===== src/hdl/msrng_pkg.sv =====
package msrng_pkg;

    localparam int TABLE_DEPTH = 32;
    localparam int IDX_W       = $clog2(TABLE_DEPTH);
    localparam int FILL_STEPS  = TABLE_DEPTH + 8;
    localparam int CNT_W       = $clog2(FILL_STEPS);

    localparam int VAL_W  = 31;
    localparam int MUL_W  = 15;
    localparam int PROD_W = VAL_W + MUL_W;

    localparam logic [MUL_W-1:0] LEHMER_MUL = MUL_W'(16807);
    localparam logic [VAL_W-1:0] LEHMER_MOD = {VAL_W{1'b1}};
    localparam logic [VAL_W-1:0] OUT_CAP    = VAL_W'(2147483389);

    // The slot divisor works out to a power of two, so the slot index is a bit field.
    localparam longint SLOT_DIV   = 64'd1 + (64'd2147483646 / longint'(TABLE_DEPTH));
    localparam int     SLOT_SHIFT = $clog2(SLOT_DIV);

    typedef enum logic [1:0] {
        ST_IDLE,
        ST_FILL,
        ST_READ,
        ST_COMMIT
    } msrng_state_t;

    typedef struct packed {
        logic             load_seed;
        logic             fill_step;
        logic             fill_wr;
        logic [IDX_W-1:0] fill_idx;
        logic             fill_last;
        logic             draw_step;
        logic             read_slot;
        logic             commit;
    } msrng_cmd_t;

    typedef struct packed {
        logic filled;
        logic out_free;
    } msrng_status_t;

    // One step of x' = 16807 * x mod (2^31 - 1), folded over the Mersenne modulus.
    function automatic logic [VAL_W-1:0] lehmer_next(input logic [VAL_W-1:0] x);
        logic [PROD_W-1:0] prod;
        logic [VAL_W:0]    sum;
        prod = PROD_W'(x) * PROD_W'(LEHMER_MUL);
        sum  = {1'b0, prod[VAL_W-1:0]} + (VAL_W+1)'(prod[PROD_W-1:VAL_W]);
        if (sum >= {1'b0, LEHMER_MOD})
        begin
            sum = sum - {1'b0, LEHMER_MOD};
        end
        return sum[VAL_W-1:0];
    endfunction

endpackage


===== src/hdl/msrng_req_if.sv =====
interface msrng_req_if;
    logic valid;
    logic ready;
    logic reseed;

    modport source (output valid, output reseed, input ready);
    modport sink   (input valid, input reseed, output ready);
endinterface


===== src/hdl/msrng_rsp_if.sv =====
interface msrng_rsp_if;
    logic                        valid;
    logic                        ready;
    logic [msrng_pkg::VAL_W-1:0] uniform_value;

    modport source (output valid, output uniform_value, input ready);
    modport sink   (input valid, input uniform_value, output ready);
endinterface


===== src/hdl/msrng_ram.sv =====
module msrng_ram #(
    parameter int WIDTH = 31,
    parameter int DEPTH = 32
) (
    input  logic                     clk,
    input  logic                     we,
    input  logic [$clog2(DEPTH)-1:0] waddr,
    input  logic [WIDTH-1:0]         wdata,
    input  logic                     re,
    input  logic [$clog2(DEPTH)-1:0] raddr,
    output logic [WIDTH-1:0]         rdata
);
    logic [WIDTH-1:0] mem [DEPTH];
    logic [WIDTH-1:0] rdata_reg;

    always_ff @(posedge clk)
    begin
        if (we)
        begin
            mem[waddr] <= wdata;
        end
        if (re)
        begin
            rdata_reg <= mem[raddr];
        end
    end

    assign rdata = rdata_reg;
endmodule


===== src/hdl/msrng_ctrl.sv =====
module msrng_ctrl (
    input  logic                     clk,
    input  logic                     rst_n,
    input  logic                     in_valid,
    input  logic                     in_reseed,
    output logic                     in_ready,
    input  msrng_pkg::msrng_status_t status,
    output msrng_pkg::msrng_cmd_t    cmd
);
    msrng_pkg::msrng_state_t      state_reg, state_next;
    logic [msrng_pkg::CNT_W-1:0]  cnt_reg, cnt_next;

    always_ff @(posedge clk or negedge rst_n)
    begin
        if (!rst_n)
        begin
            state_reg <= msrng_pkg::ST_IDLE;
            cnt_reg   <= '0;
        end
        else
        begin
            state_reg <= state_next;
            cnt_reg   <= cnt_next;
        end
    end

    always_comb
    begin
        state_next = state_reg;
        cnt_next   = cnt_reg;
        in_ready   = 1'b0;
        cmd        = '0;
        cmd.fill_idx = cnt_reg[msrng_pkg::IDX_W-1:0];
        unique case (state_reg)
            msrng_pkg::ST_IDLE:
            begin
                in_ready = 1'b1;
                if (in_valid)
                begin
                    if (in_reseed || !status.filled)
                    begin
                        cmd.load_seed = 1'b1;
                        cnt_next      = msrng_pkg::CNT_W'(msrng_pkg::FILL_STEPS - 1);
                        state_next    = msrng_pkg::ST_FILL;
                    end
                    else
                    begin
                        // The table is ready, so the draw reads its slot right away.
                        cmd.read_slot = 1'b1;
                        cmd.draw_step = 1'b1;
                        state_next    = msrng_pkg::ST_COMMIT;
                    end
                end
            end
            msrng_pkg::ST_FILL:
            begin
                cmd.fill_step = 1'b1;
                cmd.fill_wr   = (cnt_reg < msrng_pkg::CNT_W'(msrng_pkg::TABLE_DEPTH));
                if (cnt_reg == '0)
                begin
                    cmd.fill_last = 1'b1;
                    state_next    = msrng_pkg::ST_READ;
                end
                else
                begin
                    cnt_next = cnt_reg - msrng_pkg::CNT_W'(1);
                end
            end
            msrng_pkg::ST_READ:
            begin
                cmd.read_slot = 1'b1;
                cmd.draw_step = 1'b1;
                state_next    = msrng_pkg::ST_COMMIT;
            end
            msrng_pkg::ST_COMMIT:
            begin
                if (status.out_free)
                begin
                    cmd.commit = 1'b1;
                    state_next = msrng_pkg::ST_IDLE;
                end
            end
            default:
            begin
                state_next = msrng_pkg::ST_IDLE;
            end
        endcase
    end

    a_fill_ends_in_read: assert property (@(posedge clk) disable iff (!rst_n)
        (state_reg == msrng_pkg::ST_FILL && cnt_reg == '0)
            |=> state_reg == msrng_pkg::ST_READ)
        else $error("fill did not hand over to the draw");

    a_accept_only_idle: assert property (@(posedge clk) disable iff (!rst_n)
        in_ready |-> state_reg == msrng_pkg::ST_IDLE)
        else $error("request beat taken outside idle");

    a_read_then_commit: assert property (@(posedge clk) disable iff (!rst_n)
        cmd.read_slot |=> state_reg == msrng_pkg::ST_COMMIT)
        else $error("table read not followed by commit");
endmodule


===== src/hdl/msrng_dp.sv =====
module msrng_dp (
    input  logic                          clk,
    input  logic                          rst_n,
    input  logic                          cfg_wen,
    input  logic [msrng_pkg::VAL_W-1:0]   cfg_wdata,
    input  msrng_pkg::msrng_cmd_t         cmd,
    output msrng_pkg::msrng_status_t      status,
    output logic                          ram_we,
    output logic [msrng_pkg::IDX_W-1:0]   ram_waddr,
    output logic [msrng_pkg::VAL_W-1:0]   ram_wdata,
    output logic                          ram_re,
    output logic [msrng_pkg::IDX_W-1:0]   ram_raddr,
    input  logic [msrng_pkg::VAL_W-1:0]   ram_rdata,
    output logic                          out_valid,
    input  logic                          out_ready,
    output logic [msrng_pkg::VAL_W-1:0]   out_value
);
    logic [msrng_pkg::VAL_W-1:0] seed_reg;
    logic [msrng_pkg::VAL_W-1:0] lcg_reg, lcg_next;
    logic [msrng_pkg::VAL_W-1:0] shuf_reg;
    logic                        filled_reg;
    logic                        out_valid_reg;
    logic [msrng_pkg::VAL_W-1:0] out_value_reg;
    logic [msrng_pkg::VAL_W-1:0] seed_clean;
    logic [msrng_pkg::IDX_W-1:0] slot;

    assign lcg_next = msrng_pkg::lehmer_next(lcg_reg);
    assign slot     = msrng_pkg::IDX_W'(shuf_reg >> msrng_pkg::SLOT_SHIFT);

    // Zero is a fixed point of the generator and the modulus itself steps to zero.
    assign seed_clean = (seed_reg == '0 || seed_reg == msrng_pkg::LEHMER_MOD)
                        ? msrng_pkg::VAL_W'(1) : seed_reg;

    always_ff @(posedge clk or negedge rst_n)
    begin
        if (!rst_n)
        begin
            seed_reg      <= msrng_pkg::VAL_W'(1);
            filled_reg    <= 1'b0;
            out_valid_reg <= 1'b0;
        end
        else
        begin
            if (cfg_wen)
            begin
                seed_reg <= cfg_wdata;
            end
            if (cmd.fill_last)
            begin
                filled_reg <= 1'b1;
            end
            if (cmd.commit)
            begin
                out_valid_reg <= 1'b1;
            end
            else if (out_ready)
            begin
                out_valid_reg <= 1'b0;
            end
        end
    end

    always_ff @(posedge clk)
    begin
        if (cmd.load_seed)
        begin
            lcg_reg <= seed_clean;
        end
        else if (cmd.fill_step || cmd.draw_step)
        begin
            lcg_reg <= lcg_next;
        end
        if (cmd.fill_last)
        begin
            shuf_reg <= lcg_next;
        end
        else if (cmd.commit)
        begin
            shuf_reg <= ram_rdata;
        end
        if (cmd.commit)
        begin
            out_value_reg <= (ram_rdata > msrng_pkg::OUT_CAP) ? msrng_pkg::OUT_CAP : ram_rdata;
        end
    end

    // The fill writes fresh generator values; a draw puts the stepped value into the slot it read.
    assign ram_we    = (cmd.fill_step && cmd.fill_wr) || cmd.commit;
    assign ram_waddr = cmd.fill_step ? cmd.fill_idx : slot;
    assign ram_wdata = cmd.fill_step ? lcg_next : lcg_reg;
    assign ram_re    = cmd.read_slot;
    assign ram_raddr = slot;

    assign status.filled   = filled_reg;
    assign status.out_free = !out_valid_reg || out_ready;

    assign out_valid = out_valid_reg;
    assign out_value = out_value_reg;

    a_read_after_fill: assert property (@(posedge clk) disable iff (!rst_n)
        cmd.read_slot |-> filled_reg)
        else $error("table read before it was filled");

    a_no_port_clash: assert property (@(posedge clk) disable iff (!rst_n)
        !(ram_we && ram_re))
        else $error("table read and written in the same cycle");

    a_commit_shows: assert property (@(posedge clk) disable iff (!rst_n)
        cmd.commit |=> out_valid_reg && shuf_reg == $past(ram_rdata))
        else $error("committed draw not presented");

    a_fill_sets_output: assert property (@(posedge clk) disable iff (!rst_n)
        cmd.fill_last |=> filled_reg && shuf_reg == lcg_reg)
        else $error("fill did not seed the shuffle output");
endmodule


===== src/hdl/minimal_standard_rng_with_shuffle_core.sv =====
// Channel  | Direction | Payload                  | Beat taken when
// req      | in        | reseed (1 bit)           | req.valid && req.ready
// rsp      | out       | uniform_value (31 bits)  | rsp.valid && rsp.ready
// cfg      | in        | cfg_wdata: seed (31 bits)| cfg_wen
//
// A plain draw reads the shuffle table on the request beat, then commits in ST_COMMIT once the output register is free.
// A reseed, or the first request after reset, adds a seed load and 40 generator steps (ST_FILL) before ST_READ.
// The draw rate is set by the table's registered read, whose data picks the next slot.
// Reset clears control and loads seed with 1; the table holds nothing until the first fill.
// A result waits in the output register while the next request beat is taken; only the
// commit of the following draw waits on rsp.ready.
module minimal_standard_rng_with_shuffle_core (
    input  logic                        clk,
    input  logic                        rst_n,
    msrng_req_if.sink                   req,
    msrng_rsp_if.source                 rsp,
    input  logic                        cfg_wen,
    input  logic [msrng_pkg::VAL_W-1:0] cfg_wdata
);
    msrng_pkg::msrng_cmd_t       cmd;
    msrng_pkg::msrng_status_t    status;
    logic                        ram_we;
    logic [msrng_pkg::IDX_W-1:0] ram_waddr;
    logic [msrng_pkg::VAL_W-1:0] ram_wdata;
    logic                        ram_re;
    logic [msrng_pkg::IDX_W-1:0] ram_raddr;
    logic [msrng_pkg::VAL_W-1:0] ram_rdata;

    msrng_ctrl u_ctrl (
        .clk       (clk),
        .rst_n     (rst_n),
        .in_valid  (req.valid),
        .in_reseed (req.reseed),
        .in_ready  (req.ready),
        .status    (status),
        .cmd       (cmd)
    );

    msrng_dp u_dp (
        .clk       (clk),
        .rst_n     (rst_n),
        .cfg_wen   (cfg_wen),
        .cfg_wdata (cfg_wdata),
        .cmd       (cmd),
        .status    (status),
        .ram_we    (ram_we),
        .ram_waddr (ram_waddr),
        .ram_wdata (ram_wdata),
        .ram_re    (ram_re),
        .ram_raddr (ram_raddr),
        .ram_rdata (ram_rdata),
        .out_valid (rsp.valid),
        .out_ready (rsp.ready),
        .out_value (rsp.uniform_value)
    );

    msrng_ram #(
        .WIDTH (msrng_pkg::VAL_W),
        .DEPTH (msrng_pkg::TABLE_DEPTH)
    ) u_table (
        .clk   (clk),
        .we    (ram_we),
        .waddr (ram_waddr),
        .wdata (ram_wdata),
        .re    (ram_re),
        .raddr (ram_raddr),
        .rdata (ram_rdata)
    );
endmodule


===== src/flat_wrapper.sv =====
// flat-port wrapper written by rule: the top's interface ports become plain ports
module minimal_standard_rng_with_shuffle_core_flat 
  (clk, rst_n, cfg_wen, cfg_wdata, req_valid, req_reseed, req_ready, rsp_valid, rsp_uniform_value, rsp_ready);
  msrng_req_if req_i ();
  msrng_rsp_if rsp_i ();
  input  logic clk;
  input  logic rst_n;
  input  logic cfg_wen;
  input  logic [msrng_pkg::VAL_W-1:0] cfg_wdata;
  input wire logic [$bits(req_i.valid)-1:0] req_valid;
  input wire logic [$bits(req_i.reseed)-1:0] req_reseed;
  output wire logic [$bits(req_i.ready)-1:0] req_ready;
  output wire logic [$bits(rsp_i.valid)-1:0] rsp_valid;
  output wire logic [$bits(rsp_i.uniform_value)-1:0] rsp_uniform_value;
  input wire logic [$bits(rsp_i.ready)-1:0] rsp_ready;
  assign req_i.valid = req_valid;
  assign req_i.reseed = req_reseed;
  assign req_ready = req_i.ready;
  assign rsp_valid = rsp_i.valid;
  assign rsp_uniform_value = rsp_i.uniform_value;
  assign rsp_i.ready = rsp_ready;
  minimal_standard_rng_with_shuffle_core u_core (.clk(clk), .rst_n(rst_n), .req(req_i), .rsp(rsp_i), .cfg_wen(cfg_wen), .cfg_wdata(cfg_wdata));
endmodule

===== config.mk =====
export PLATFORM = sky130hd
export DESIGN_NAME = minimal_standard_rng_with_shuffle_core_flat
export DESIGN_NICKNAME = d
export VERILOG_FILES = /design/src/hdl/msrng_pkg.sv /design/src/hdl/msrng_req_if.sv /design/src/hdl/msrng_rsp_if.sv /design/src/hdl/msrng_ram.sv /design/src/hdl/msrng_ctrl.sv /design/src/hdl/msrng_dp.sv /design/src/hdl/minimal_standard_rng_with_shuffle_core.sv /design/src/flat_wrapper.sv
export SDC_FILE = /design/constraint.sdc
export NUM_CORES = 2
export LEC_CHECK = 0
export BUFFER_PORTS_ARGS = -buffer_cell sky130_fd_sc_hd__buf_2
export CAP_MARGIN = 20
export CORE_MARGIN = 2
export CORE_UTILIZATION = 55
export CTS_BUF_LIST = sky130_fd_sc_hd__clkbuf_8
export CTS_CLUSTER_SIZE = 12
export DETAILED_ROUTE_END_ITERATION = 16
export PLACE_DENSITY = 0.74
export REMOVE_ABC_BUFFERS = 1
export SETUP_SLACK_MARGIN = 0.5
export SLEW_MARGIN = 15
export SYNTH_ARGS = -nofsm -noshare
export SYNTH_HDL_FRONTEND = slang
export SYNTH_SLANG_ARGS = --single-unit

===== constraint.sdc =====
create_clock -name clk -period 13.1 [get_ports clk]
set_input_delay 2.62 -clock clk [delete_from_list [all_inputs] [get_ports clk]]
set_output_delay 2.62 -clock clk [all_outputs]
set_load 0.005 [all_outputs]

=== Word level (Yosys, flattened, before mapping) ===
Memory sizes are Yosys's and may differ from the RTL's. A register that Yosys moved wholly into a read port is not among the register bits.
Cells that the tools add are included.

* Register bits after elaboration: 134
* Memories: 1
* Input bits: 37
* Logic and storage cells: 75
* Output and inout port bits: 33
* Memory bits (writable): 992

* Add/subtract/negate cells: 3
* $lt $le $gt $ge: 3
* Eq/ne operators: 9
* Reductions and logical operators: 17
* Muxes and demuxes: 33
* Multipliers: 1

{| class="wikitable"
|+ Memories
! name !! words !! bits a word !! rd ports !! clocked after Yosys merged registers in !! wr ports !! RTL line !! RTL
|-
| u_core.u_table.mem || 32 || 31 || 1 || 1 || 1 || msrng_ram.sv:13 || <nowiki>logic [WIDTH-1:0] mem [DEPTH];</nowiki>
|}

{| class="wikitable"
|+ Operators with widths
! operator !! count
|-
| 31-bit 2-to-1 mux || 7
|-
| 31-bit by 15-bit multiplier with 46-bit output, second input constant || 1
|-
| 31-bit by 15-bit adder with 32-bit output || 1
|-
| 32-bit by 31-bit greater-or-equal comparator with 1-bit output, second input constant || 1
|-
| 31-bit equality test, second input constant || 1
|-
| 31-bit greater-than comparator, second input constant || 1
|-
| 31-bit zero test || 1
|-
| 31-bit subtractor, second input constant || 1
|-
| 6-bit 2-to-1 mux || 3
|-
| 2-bit 2-to-1 mux || 7
|-
| 1-bit 2-to-1 mux || 12
|-
| 6-bit one-hot mux with 2 select lines || 1
|-
| 2-bit inequality test, second input constant || 4
|-
| 2-bit one-hot mux with 4 select lines || 1
|-
| 2-bit nonzero test || 4
|-
| 6-bit zero test || 1
|-
| 6-bit < comparator, second input constant || 1
|-
| 6-bit by 1-bit subtractor with 6-bit output, second input constant || 1
|-
| 1-bit logical OR || 5
|-
| 5-bit 2-to-1 mux || 1
|-
| 2-bit equality test, second input constant || 2
|-
| 2-bit one-hot mux with 2 select lines || 1
|-
| 4-bit AND reduction || 1
|-
| 3-bit AND reduction || 1
|-
| 5 further kinds || 6
|}

=== Longest topological paths before layout ===
* Word-level depth: 8
* Depth in mapped cells: 40
* Depth with buffers taken out: 38

=== Cells and area by module ===
Synthesis repeated with hierarchy kept, for this count alone.

* Cells, all modules: 3720
* Area total of the unflattened synthesis: 54010.6 µm²

{| class="wikitable"
|+ Modules (own cells, without submodules)
! module !! cells each !! area each (µm²) !! times used !! sequential area each (µm²)
|-
| msrng_ram || 2192 || 39474.1 || 1 || 30719.5
|-
| msrng_dp || 1455 || 13903.3 || 1 || 2839.0
|-
| msrng_ctrl || 73 || 633.1 || 1 || 200.2
|}

=== Worst setup path after synthesis ===
OpenSTA, ideal clock, no wires.

* Path kind: register to register
* Start point: register u_core.u_dp.lcg_reg[8] in the netlist's numbering
* End point: memory u_core.u_table.mem[0][2] (data pin)
* Cell stages (with the launch flop): 38
* Buffers on the path: 0
* Period minus slack after synthesis: 11184 ps
* Required time: 12633 ps
* Setup slack: 1916 ps
* Arrival: 10717 ps
* Library setup time: 467 ps
* Cell sequence: edfxtp_1 > inv_1 > fa_1 > inv_1 > ha_1 > inv_1 > fa_1 > inv_1 > ha_1 > fa_1 > inv_1 > fa_1 > inv_1 > ha_1 > a21o_1 > a221o_1 > a211o_1 > o21ai_1 > [2 not listed] > a211o_1 > a31o_2 > or4_1 > a31o_2 > a21o_1 > xnor2_1 > ha_1 > nand2_1 > o21ai_0 > a21oi_1 > a21bo_2 > xnor2_1 > o31a_1 > or4b_1 > or3_1 > o31ai_4 > a21oi_1 > o31ai_1

* Longest elaborated chain between the ends: 5
* Elaborated cells between the ends (all ways): 6
* Those cells by class: add/sub (2); mul (1); order compare (1); mux (2)

{| class="wikitable"
|+ RTL lines
! what !! RTL line !! RTL
|-
| start, declared || msrng_dp.sv:19 || <nowiki>logic [msrng_pkg::VAL_W-1:0] lcg_reg, lcg_next;</nowiki>
|-
| start signal, assigned || msrng_dp.sv:67 || <nowiki>lcg_reg <= seed_clean;</nowiki>
|-
| start signal, assigned || msrng_dp.sv:71 || <nowiki>lcg_reg <= lcg_next;</nowiki>
|-
| 31-bit by 15-bit multiplier with 46-bit output * || msrng_pkg.sv:47 || <nowiki>prod = PROD_W'(x) * PROD_W'(LEHMER_MUL);</nowiki>
|-
| 31-bit by 15-bit adder with 32-bit output * || msrng_pkg.sv:48 || <nowiki>sum = {1'b0, prod[VAL_W-1:0]} + (VAL_W+1)'(prod[PROD_W-1:VAL_W]);</nowiki>
|-
| 31-bit subtractor or 32-bit by 31-bit greater-or-equal comparator with 1-bit output (tied branches) || msrng_pkg.sv:51, msrng_pkg.sv:49 ||
|-
| 31-bit 2-to-1 mux * || msrng_pkg.sv:49 || <nowiki>if (sum >= {1'b0, LEHMER_MOD})</nowiki>
|-
| 31-bit 2-to-1 mux * || msrng_dp.sv:90 || <nowiki>assign ram_wdata = cmd.fill_step ? lcg_next : lcg_reg;</nowiki>
|-
| named net u_core.ram_wdata, one bit || minimal_standard_rng_with_shuffle_core.sv:24 || <nowiki>logic [msrng_pkg::VAL_W-1:0] ram_wdata;</nowiki>
|-
| end, declared || msrng_ram.sv:13 ||
|}

The timed path passes the listed nets; every way through them passes the cells marked *.

=== Final worst setup path ===
* Start point: register u_core.u_dp.lcg_reg[7] in the netlist's numbering
* End point: memory u_core.u_table.mem[4][15] (data pin)

The elaborated chain is that of the path after synthesis.

==> run_results.csv <==
group,metric,value,unit
drt,num_vias,29780,
clock_tree,clk_pin_slew,0.07,ns
timing,rsz0062_at_grt,"yes",
clock_tree,cts_tree,"built",
timing,min_period,12.00,ns
global_routing,antenna_found_initial,3,
final_layout,fillers,6849,
drt,ant_nets,0,
drt,vias_per_cell,6.350,
synthesis,async_reset_ff_share,3.625,%
clock_tree,clock-sinks,1131,
die,core,96420,um^2
global_routing,grt_overflow,0,
final_layout,fin_util,61.31,%
synthesis,ys_seq_elements,1131,
final_layout,top_register,"u_core.u_table.mem",
synthesis,synth-edff-count,1090,
timing,period_share,91.61,%
placed_design,routabilityCongestion,0.9881,
global_routing,grt_use_total,28.34,%
clock_tree,cts_hold_buf,0,
setup_path,crit_top_cell,"inv_1",
synthesis,syn-mean-instance-area,17.31,um^2
setup_path,worstPathRequired,13.58,ns
die,num_rows,114,
global_routing,grt_pass1_vias,30270,
timing,slew_viol_final,0,
setup_path,cp-start-kind,"register",
setup_path,path_max_fanout,32,
timing,worst_pin_slew,1.141,ns
timing,hold_violations,0,
setup_path,crit_arrival,12.48,ns
timing,clock_skew,0.03999,ns
job,drv_cap,0,
setup_path,slowest_stage,"a31o_1",
die,die_w,315.6,um
status,outcome,"finished, final reports clean",
die,dieHeight,315.6,um
final_layout,fin_nets,3650,
setup_path,crit_type,"reg -> reg",
clock_tree,cts_max_level,4,
global_routing,grt_pass1_wl,201.9,mm
global_routing,grt_max_degree,107,
clock_tree,cts_root_buffer,"clkbuf_8",
setup_path,max_stage_delay,0.92,ns
drt,wl,137.9,mm
drt,wl_per_cell,29.42,um
synthesis,ys.warnings.count,0,
die,pin_count,70,
drt,dr.pass1.iters,6,
synthesis,yosysUniqueCellTypes,88,
worst_hold_path,worstHoldPathType,"reg -> reg",
final_layout,area_delta_synth_final,10.72,%
timing,slew-limit-headroom,23.95,%
setup_path,worstSetupEndpointType,"register",
die,die_area,99590,um^2
synthesis,synth_ff_type,"edfxtp_1",
placed_design,io_buffers,69,
timing,max_freq,83.33,MHz
synthesis,syn-cell-area,53400,um^2
final_layout,largest_register_ffs,992,
die,initial_core_util,55.38,%
synthesis,synth_cells,3085,
final_layout,drive_gt1_share,24.10,%
drt,drc_errors,0,
clock_tree,cts_buffers,173,
clock_tree,cts_buffer_depth,3,
final_layout,layout_commonest_cell,"edfxtp_1",
final_layout,final_cell_mix,"edfxtp_1, inv_1, mux4_2",
timing,setup_viol,0,
timing,tns,0,ns
clock_tree,clk_latency,0.87,ns
placed_design,hpwl,87.76,mm
timing,whs,0.4676,ns
synthesis,seq_area_frac_synth,63.22,%
drt,drt-initial-drc-count,3384,
[final timing paths]
path                                                from                         to  slack, ns  depth (start not counted)
worst max-delay path              u_core.u_dp.lcg_reg[7]  u_core.u_table.mem[4][15]       1.10                         35
worst min-delay path            u_core.u_table.rdata[11]  u_core.u_dp.out_value[11]       0.47                          0
worst max register to register    u_core.u_dp.lcg_reg[7]  u_core.u_table.mem[4][15]       1.10                         35
worst min register to register  u_core.u_table.rdata[11]  u_core.u_dp.out_value[11]       0.47                          0
max in group asynchronous                          rst_n   u_core.u_dp.seed_reg[12]      10.85                          1
min in group asynchronous                          rst_n   u_core.u_dp.seed_reg[18]       1.78                          1
[cells in the mapped netlist, drive strengths merged (19+ instances only)]
| library cell | n | share of area [%] |
|---|---|---|
| edfxtp | 1090 | 61 |
| nor3 | 28 | 0.26 |
| xnor2 | 44 | 0.72 |
| ha | 208 | 4.9 |
| mux2 | 66 | 1.4 |
| nor2 | 107 | 0.75 |
| fa | 134 | 5.0 |
| dfrtp | 40 | 1.9 |
| clkbuf | 105 | 0.74 |
| nand4 | 28 | 0.33 |
| a21o | 28 | 0.39 |
| mux4 | 310 | 13 |
| and3 | 19 | 0.22 |
| nor4 | 20 | 0.27 |
| a21oi | 62 | 0.58 |
| nand3 | 41 | 0.38 |
| nand2 | 82 | 0.58 |
| xor2 | 19 | 0.33 |
| o21ai | 69 | 0.65 |
| nand2b | 28 | 0.33 |
| buf | 37 | 0.30 |
| inv | 292 | 2.1 |
[metrics by stage]
| stage | setup WS, ns | instance area (um^2) | instances |
|---|---|---|---|
| finish | 1.099 | 59120 | 4689 |
| CTS | 0.8713 | 58900 | 4670 |
| global route | 0.4911 | 59110 | 4687 |
| detailed placement | 0.9000 | 55730 | 4360 |
| global placement | 1.210 | 55720 | 4359 |
| floorplan | 1.185 | 52840 | 2943 |
[cells by family after synthesis]
family | after synthesis | synth area share (%)
AOI/OAI and AO/OA | 309 | 4.049
xor gates and xnor gates | 63 | 1.047
and+or+nand+nor | 423 | 4.103
adders and majority gates | 342 | 9.898
buffers and inverters | 435 | 3.102
DFF | 1131 | 63.22
muxes | 382 | 14.58
[final cells by class]
cell class / instances / area [um^2] / area share [%]
Inverter: 293 / 1100 / 1.860
Clock buffer: 176 / 2422 / 4.097
Multi-Input combinational cell: 1520 / 18420 / 31.15
Clock inverter: 134 / 743.2 / 1.257
Timing Repair Buffer: 152 / 1066 / 1.803
Tap cell: 1276 / 1597 / 2.701
Sequential cell: 1131 / 33760 / 57.10
Antenna cell: 7 / 17.52 / 0.02963
[worst max-delay path, delay by kind of cell (launching register included)]
kind / cells / cell delay [ns]
AO/OA/AOI/OAI: 14 / 4.43
AND/OR/NAND/NOR: 6 / 2.51
buffers and inverters: 6 / 0.52
XOR/XNOR: 1 / 0.13
adder cells (fa/ha/maj): 8 / 3.31
flip-flops: 1 / 0.68
[layer usage]
layer | GRT usage, % | share of wire, % | vias up
met5 | 0 | 0.0094 | -
met4 | 10.17 | 3.3 | 2
met3 | 6.179 | 9.1 | 258
met2 | 45.45 | 49 | 1623
met1 | 38.79 | 39 | 15430
li1 | - | - | 12460
[repair_timing]
action / CTS / global route
setup endpoints to repair: 0 / 32
buffers inserted: 0 / 0
gates resized for setup: 0 / 1
Power is left out: the tool's default activity adds up to more than one toggle a clock period on the data nets, which glitch-free logic cannot reach.
